**config.mk**
```make
export PLATFORM = sky130hd
export DESIGN_NAME = cgbm_corr
export DESIGN_NICKNAME = d
export VERILOG_FILES = /design/src/sv/cgbm_pkg.sv /design/src/sv/cgbm_corr.sv
export SDC_FILE = /design/constraint.sdc
export NUM_CORES = 2
export LEC_CHECK = 0
export BUFFER_PORTS_ARGS = -buffer_cell sky130_fd_sc_hd__buf_2
export CAP_MARGIN = 20
export CORE_ASPECT_RATIO = 0.7
export CORE_MARGIN = 3
export CORE_UTILIZATION = 30
export CTS_CLUSTER_SIZE = 8
export DETAILED_ROUTE_END_ITERATION = 8
export HOLD_SLACK_MARGIN = 0.03
export MAX_ROUTING_LAYER = met4
export SYNTH_ARGS = -nofsm -noshare
export SYNTH_HDL_FRONTEND = slang
export SYNTH_SLANG_ARGS = --single-unit
```
**constraint.sdc**
```tcl
create_clock -name clk -period 8.3 [get_ports clk]
set_clock_uncertainty 0.05 [all_clocks]
set_input_delay 1.66 -clock clk [delete_from_list [all_inputs] [get_ports clk]]
set_output_delay 1.66 -clock clk [all_outputs]
set_load 0.005 [all_outputs]
```
**src/sv/cgbm_pkg.sv**
```systemverilog
// shared constants, types and helper functions of the correlated gbm path stepper
`timescale 1ns / 1ps
`default_nettype none
package cgbm_pkg;

	localparam int unsigned MaxSteps = 1024;
	localparam int unsigned StepW = $clog2(MaxSteps);
	localparam int unsigned LenW = StepW + 1;

	localparam logic [30:0] Log2eQ30 = 31'd1549082005;
	localparam logic [29:0] Ln2Q30 = 30'd744261118;
	localparam logic [31:0] OneQ30 = 32'h4000_0000;
	localparam logic [31:0] PriceMax = 32'hFFFF_FFFF;

	localparam logic [2:0] RegDriftOne = 3'd0;
	localparam logic [2:0] RegVolOne = 3'd1;
	localparam logic [2:0] RegSpotOne = 3'd2;
	localparam logic [2:0] RegDriftTwo = 3'd3;
	localparam logic [2:0] RegVolTwo = 3'd4;
	localparam logic [2:0] RegSpotTwo = 3'd5;
	localparam logic [2:0] RegRho = 3'd6;
	localparam logic [2:0] RegSteps = 3'd7;

	typedef struct packed {
		logic start;
		logic negate;
	} lane_cmd_t;

	// floor((2^32 - 1) / k), low by at most one after the high-word take
	function automatic logic [31:0] recip(input logic [3:0] k);
		logic [31:0] r;
		case (k)
			4'd1: r = 32'(64'd4294967295 / 64'd1);
			4'd2: r = 32'(64'd4294967295 / 64'd2);
			4'd3: r = 32'(64'd4294967295 / 64'd3);
			4'd4: r = 32'(64'd4294967295 / 64'd4);
			4'd5: r = 32'(64'd4294967295 / 64'd5);
			4'd6: r = 32'(64'd4294967295 / 64'd6);
			4'd7: r = 32'(64'd4294967295 / 64'd7);
			4'd8: r = 32'(64'd4294967295 / 64'd8);
			4'd9: r = 32'(64'd4294967295 / 64'd9);
			4'd10: r = 32'(64'd4294967295 / 64'd10);
			default: r = 32'd0;
		endcase
		return r;
	endfunction

endpackage
`default_nettype wire

```
**src/sv/cgbm_corr.sv**
```systemverilog
// sqrt(1 - rho^2) by digit recurrence and correlation of the second sample
`timescale 1ns / 1ps
`default_nettype none
module cgbm_corr (
	input  wire logic               clk,
	input  wire logic               arst_n,
	input  wire logic               start,
	input  wire logic signed [15:0] rho,
	input  wire logic signed [15:0] z1,
	input  wire logic signed [15:0] z2,
	output logic                    done,
	output logic signed [16:0]      z2c
);
	localparam logic [1:0] ST_IDLE = 2'd0;
	localparam logic [1:0] ST_SQ = 2'd1;
	localparam logic [1:0] ST_MUL = 2'd2;
	localparam logic [1:0] ST_SUM = 2'd3;

	logic [1:0] state_q;
	logic [3:0] i_q;
	logic [31:0] d_q;
	logic [31:0] res_q;
	logic signed [31:0] pa_q;
	logic signed [32:0] pb_q;
	logic done_q;
	logic signed [16:0] z2c_q;

	logic signed [31:0] rr;
	logic [31:0] bitv;
	logic [31:0] trial;
	logic signed [16:0] s_w;
	logic signed [33:0] sum_w;

	function automatic logic [31:0] OneQ30Sub(input logic signed [31:0] sq);
		return cgbm_pkg::OneQ30 - sq;
	endfunction

	always_comb begin
		rr = rho * rho;
		bitv = 32'd1 << {i_q, 1'b0};
		trial = res_q + bitv;
		s_w = $signed({1'b0, res_q[15:0]});
		sum_w = 34'(pa_q) + 34'(pb_q) + 34'sd16384;
	end

	always_ff @(posedge clk or negedge arst_n) begin
		if (!arst_n) begin
			state_q <= ST_IDLE;
			done_q <= 1'b0;
			i_q <= 4'd0;
		end else begin
			done_q <= 1'b0;
			unique case (state_q)
				ST_IDLE: begin
					if (start) begin
						d_q <= OneQ30Sub(rr);
						res_q <= 32'd0;
						i_q <= 4'd15;
						state_q <= ST_SQ;
					end
				end
				ST_SQ: begin
					if (d_q >= trial) begin
						d_q <= d_q - trial;
						res_q <= (res_q >> 1) + bitv;
					end else begin
						res_q <= res_q >> 1;
					end
					if (i_q == 4'd0) state_q <= ST_MUL;
					else i_q <= i_q - 4'd1;
				end
				ST_MUL: begin
					pa_q <= rho * z1;
					pb_q <= s_w * z2;
					state_q <= ST_SUM;
				end
				ST_SUM: begin
					z2c_q <= sum_w[31:15];
					done_q <= 1'b1;
					state_q <= ST_IDLE;
				end
				default: state_q <= ST_IDLE;
			endcase
		end
	end

	assign done = done_q;
	assign z2c = z2c_q;
endmodule
`default_nettype wire

```
Word level (Yosys, flattened, before mapping)
Cells that the tools add are included.
W data, S select, Z words.
Operators by class
  multipliers: 3
  shift-type cells: 1
  reductions and logical operators: 9
  $add $sub $neg: 7
  equality and inequality tests: 7
  mux-type cells: 13
  order comparisons: 1
Operators with widths (count)
  $mux W32: 4
  $pmux W32 S2: 2
  $add A32 B32 Y32: 2
  $mul A16 B16 Y32: 2
  $add A31 B32 Y32: 1
  $add A32 B16 Y32 const B: 1
  $ge A32 B32 Y1: 1
  $mul A17 B16 Y32: 1
  $shl A1 B5 Y32 const A: 1
  $sub A31 B32 Y32 const A: 1
  $sub A32 B32 Y32: 1
  $mux W4: 2
  $ne A2 B2 Y1 const B: 4
  $pmux W2 S4: 1
  $pmux W4 S2: 1
  $reduce_and A2 Y1: 3
  $reduce_and A3 Y1: 2
  $eq A2 B2 Y1 const B: 2
  $logic_not A4 Y1: 1
  $mux W2: 2
  $reduce_and A4 Y1: 1
  $sub A4 B1 Y4 const B: 1
  $eq A2 B1 Y1 const B: 1
  $logic_not A2 Y1: 1
  2 further kinds: 2
Storage, ports and cells
  output and inout bits: 18
  register bits after elaboration: 152
  bits of input ports: 51
  word-level logic and storage cells: 49

Longest topological paths before layout
  word-level depth: 5
  depth in mapped cells: 27
  gate-level depth less buffers: 26

Worst setup path before layout
Ideal clock, no wire load.
  path kind: input-to-reg
  from: in rho[15]
  to: reg d_q[29], data pin
  arrival: 7476 ps
  data required time: 7990 ps
  stages on the path: 22
  setup slack: 514 ps
  buffers on the path: 2
  cells stage by stage: clkbuf_1 -> clkbuf_1 -> nand2_1 -> inv_1 -> fa_1 -> inv_1 -> fa_1 -> fa_1 -> fa_1 -> fa_1 -> inv_1 -> fa_1 -> inv_1 -> ha_1 -> a21o_1 -> a21oi_1 -> o211ai_1 -> a41o_1 -> a31oi_4 -> o21ai_1 -> xor2_1 -> mux2_2
On the way
  cells in the longest elaborated chain, start to end: 4
Ends and longest elaborated chain
  start: declaration: RTL line cgbm_corr.sv:8  | input wire logic signed [15:0] rho,
  $mul A16 B16 Y32: RTL line cgbm_corr.sv:39  | rr = rho * rho;
  $sub A31 B32 Y32: RTL line cgbm_corr.sv:35  | return cgbm_pkg::OneQ30 - sq;
  $mux W32: RTL line cgbm_corr.sv:55  | if (start) begin
  $pmux W32 S2: RTL line cgbm_corr.sv:53  | unique case (state_q)
  end signal: assignment: RTL line cgbm_corr.sv:56  | d_q <= OneQ30Sub(rr);
  end signal: assignment: RTL line cgbm_corr.sv:64  | d_q <= d_q - trial;
  end: declaration: RTL line cgbm_corr.sv:21  | logic [31:0] d_q;
Every way passes these cells. The select of a mux whose other input is x is not followed.
A chain may end at the register's enable or synchronous reset.

Worst setup path after layout
Ends and elaborated chain as after synthesis.

==> metrics <==
outcome=completed; Post-CTS Hold Fix Bufs=0; routed vias/inst=approximately 4.7; Max Cap Violations=0; hold_ws=533 ps; Placer Congestion=0.850; CP max-delay cell=fa_1; vias=27.1k; layout cells sized above 1=a little over 5%; Crit path top cell by count=fa_1; postcts setup bufs=0; ys flop type=edfxtp_1; Num CTS Buffers=17; Yosys cell types=88; CTS max path bufs=2; first-pass GRT wire length=158000 µm; crit end category=flop; post_cts resized=0; Cells after Synth=about 4k; vias in the first global route=between 20k and 30k; I/O pin cnt=between 60 and 70; worst path required time=8490 ps; fmax=approximately 130 MHz; setup tns final=0 ps; Slew @ Worst Pin=1150 ps; DRT Pass-1 Iters=5; final-report max-slew violation count=0; WP buf/inv=5; Final Cycle Share=91.0%; Fillers=~13k; antenna violations before repair=6; crit path kind=in -> reg; port bufs=68; slowest cell delay on critical path=720 ps; CP startpoint kind=primary input; Root Buffer Master=clkbuf_16; Die ar.=132000 µm²; most numerous cell in the Yosys netlist=inv_1; Tmin final=7550 ps; crit-path max FO=30; Total Wirelength=95000 µm; mapped cell area=between 30000 and 40000 µm²; number of synthesized flops with an enable pin=145; synthesis-to-finish area growth=7.89%; Hold Crit Class=reg -> reg; Crit. path cell count=21; Mean Syn Cell Area=~9.3 µm²; DR DRC count=0; Worst Hold Depth=1; H-tree depth=4; row cnt=approximately 110; Seq cells post-synth=152; largest net degree at the start of global routing=65; dpl hpwl=78900 µm; Initial Util=a little under a third; post-synthesis async set-or-reset flop share=4.61%; Die X=434 µm; slew margin rel.=23.2%; Yosys top cell area share=36.5%; Setup violations, final=0; final global-route overflow total=0; sequential element share of the synthesized area=11.8%; Worst EP arrival=roughly 7700 ps; Synth area leaders=fa_1 37%, ha_1 14%, edfxtp_1 11%; # clock sinks=152; Synthesized Nets=5307; die height=305 µm; yosys warns=0; post-DR wirelength/cell=16.3 µm; Routed Antenna Nets=0; Yosys top cell by area=fa_1; Clock transition at path regs=80 ps; RSZ-0062 raised after global routing=no; synth cell count leaders=918 x inv_1, 701 x fa_1, 436 x ha_1; worst reg2reg path depth=25; GRT Util Overall=15.4%; worst-path cell chain=buf_2 > nand2_1 > inv_1 > fa_1 > inv_1 > fa_1 > fa_1 > fa_1 > fa_1 > inv_1 > fa_1 > inv_1 > ha_1 > a21o_1 > a21oi_1 > o211ai_1 > a41o_1 > a31oi_4 > o21ai_1 > xor2_1 > mux2_2; DRT iter0 DRCs=1663; CP top delay family=adder cells; nets=~5.3k; core area=about 130000 µm²; Final Hold Fails=0; clock latency on the worst-skew pair=around 480 ps; CTS tree=yes
[path summary, 6_finish.rpt]
path | start | endpoint | slack [ps]
max in group asynchronous | arst_n | state_q[0] | 7020
max reg2reg | i_q[0] | d_q[3] | 1220
min reg2reg | state_q[0] | state_q[0] | 530
min | state_q[0] | state_q[0] | 530
min in group asynchronous | arst_n | i_q[1] | 980
max | rho[15] | d_q[29] | 750
[metal layers]
| layer | GRT usage [%] | vias up | part of all wire [%] |
|---|---|---|---|
| met5 | - | - | 0 |
| met3 | 2.61 | 65 | 5.9 |
| li1 | - | 12800 | - |
| met1 | 22.6 | 13600 | 49 |
| met2 | 22.8 | 595 | 44 |
| met4 | 1.92 | 0 | 0.77 |
[worst reg2reg max path, delay by kind of cell (launching register included)]
family / cells / cell delay, ps
adders and majority gates: 4 / 1000
xor gates and xnor gates: 1 / 150
DFF: 1 / 450
and+or+nand+nor: 6 / 1010
AOI/OAI and AO/OA: 11 / 3310
buffers and inverters: 3 / 790
[sequential cells by signal (all words and copies together), names as in the netlist]
| name | cells |
|---|---|
| d_q | 32 |
| pa_q | 32 |
| pb_q | 32 |
| res_q | 32 |
| z2c | 17 |
| i_q | 4 |
| state_q | 2 |
| done | 1 |
[cells in the final DEF (no fill, tap or decap), drive strengths merged, types with 20 or more instances in the layout]
cell type  Yosys  final
xnor2        133    133
nand2b        28     28
inv          919    928
a31oi         29     29
nand3         24     24
xor2          82     82
buf           10    130
a21oi        152    152
nand2        410    410
ha           436    436
and2         306    306
o21a          24     24
nor2         156    156
a21o          51     51
o21ai        108    108
o21bai        26     26
nor3          20     20
fa           701    701
a211oi        32     32
nor2b         41     41
edfxtp       145    145
[stage by stage]
stage / cells / utilization (%) / setup slack (ps) / area [µm²]
2_1_floorplan: 4119 / - / 514 / 38400
3_3_place_gp: 5780 / 32.2 / 272 / 40800
3_5_place_dp: 5780 / 32.2 / 221 / 40800
4_1_cts: 5812 / 32.7 / 740 / 41400
5_1_grt: 5815 / 32.7 / 353 / 41400
6_report: 5817 / 32.7 / 749 / 41400
[final cells by class]
cell class	instances	area, µm²	area share (%)
multi-input combinational	2915	29900	72.2
sequential	152	4530	10.9
inverter	919	3450	8.32
tap	1665	2080	5.03
timing repair buffer	130	851	2.05
clock buffer	17	425	1.03
clock inverter	15	154	0.371
antenna	4	10.0	0.0242
[cells by family after synthesis]
logic type | Yosys count | share of synthesized area (%)
adder cells (fa/ha/maj) | 1137 | 50.7
buffers and inverters | 1052 | 10.3
AND/OR/NAND/NOR | 1051 | 13.4
AO/OA/AOI/OAI | 504 | 8.58
XOR/XNOR | 215 | 4.90
flip-flops | 152 | 11.8
multiplexers | 8 | 0.221
Power is not shown: default switching activity piles up to over one toggle a cycle in this logic, so the estimate is an artifact.
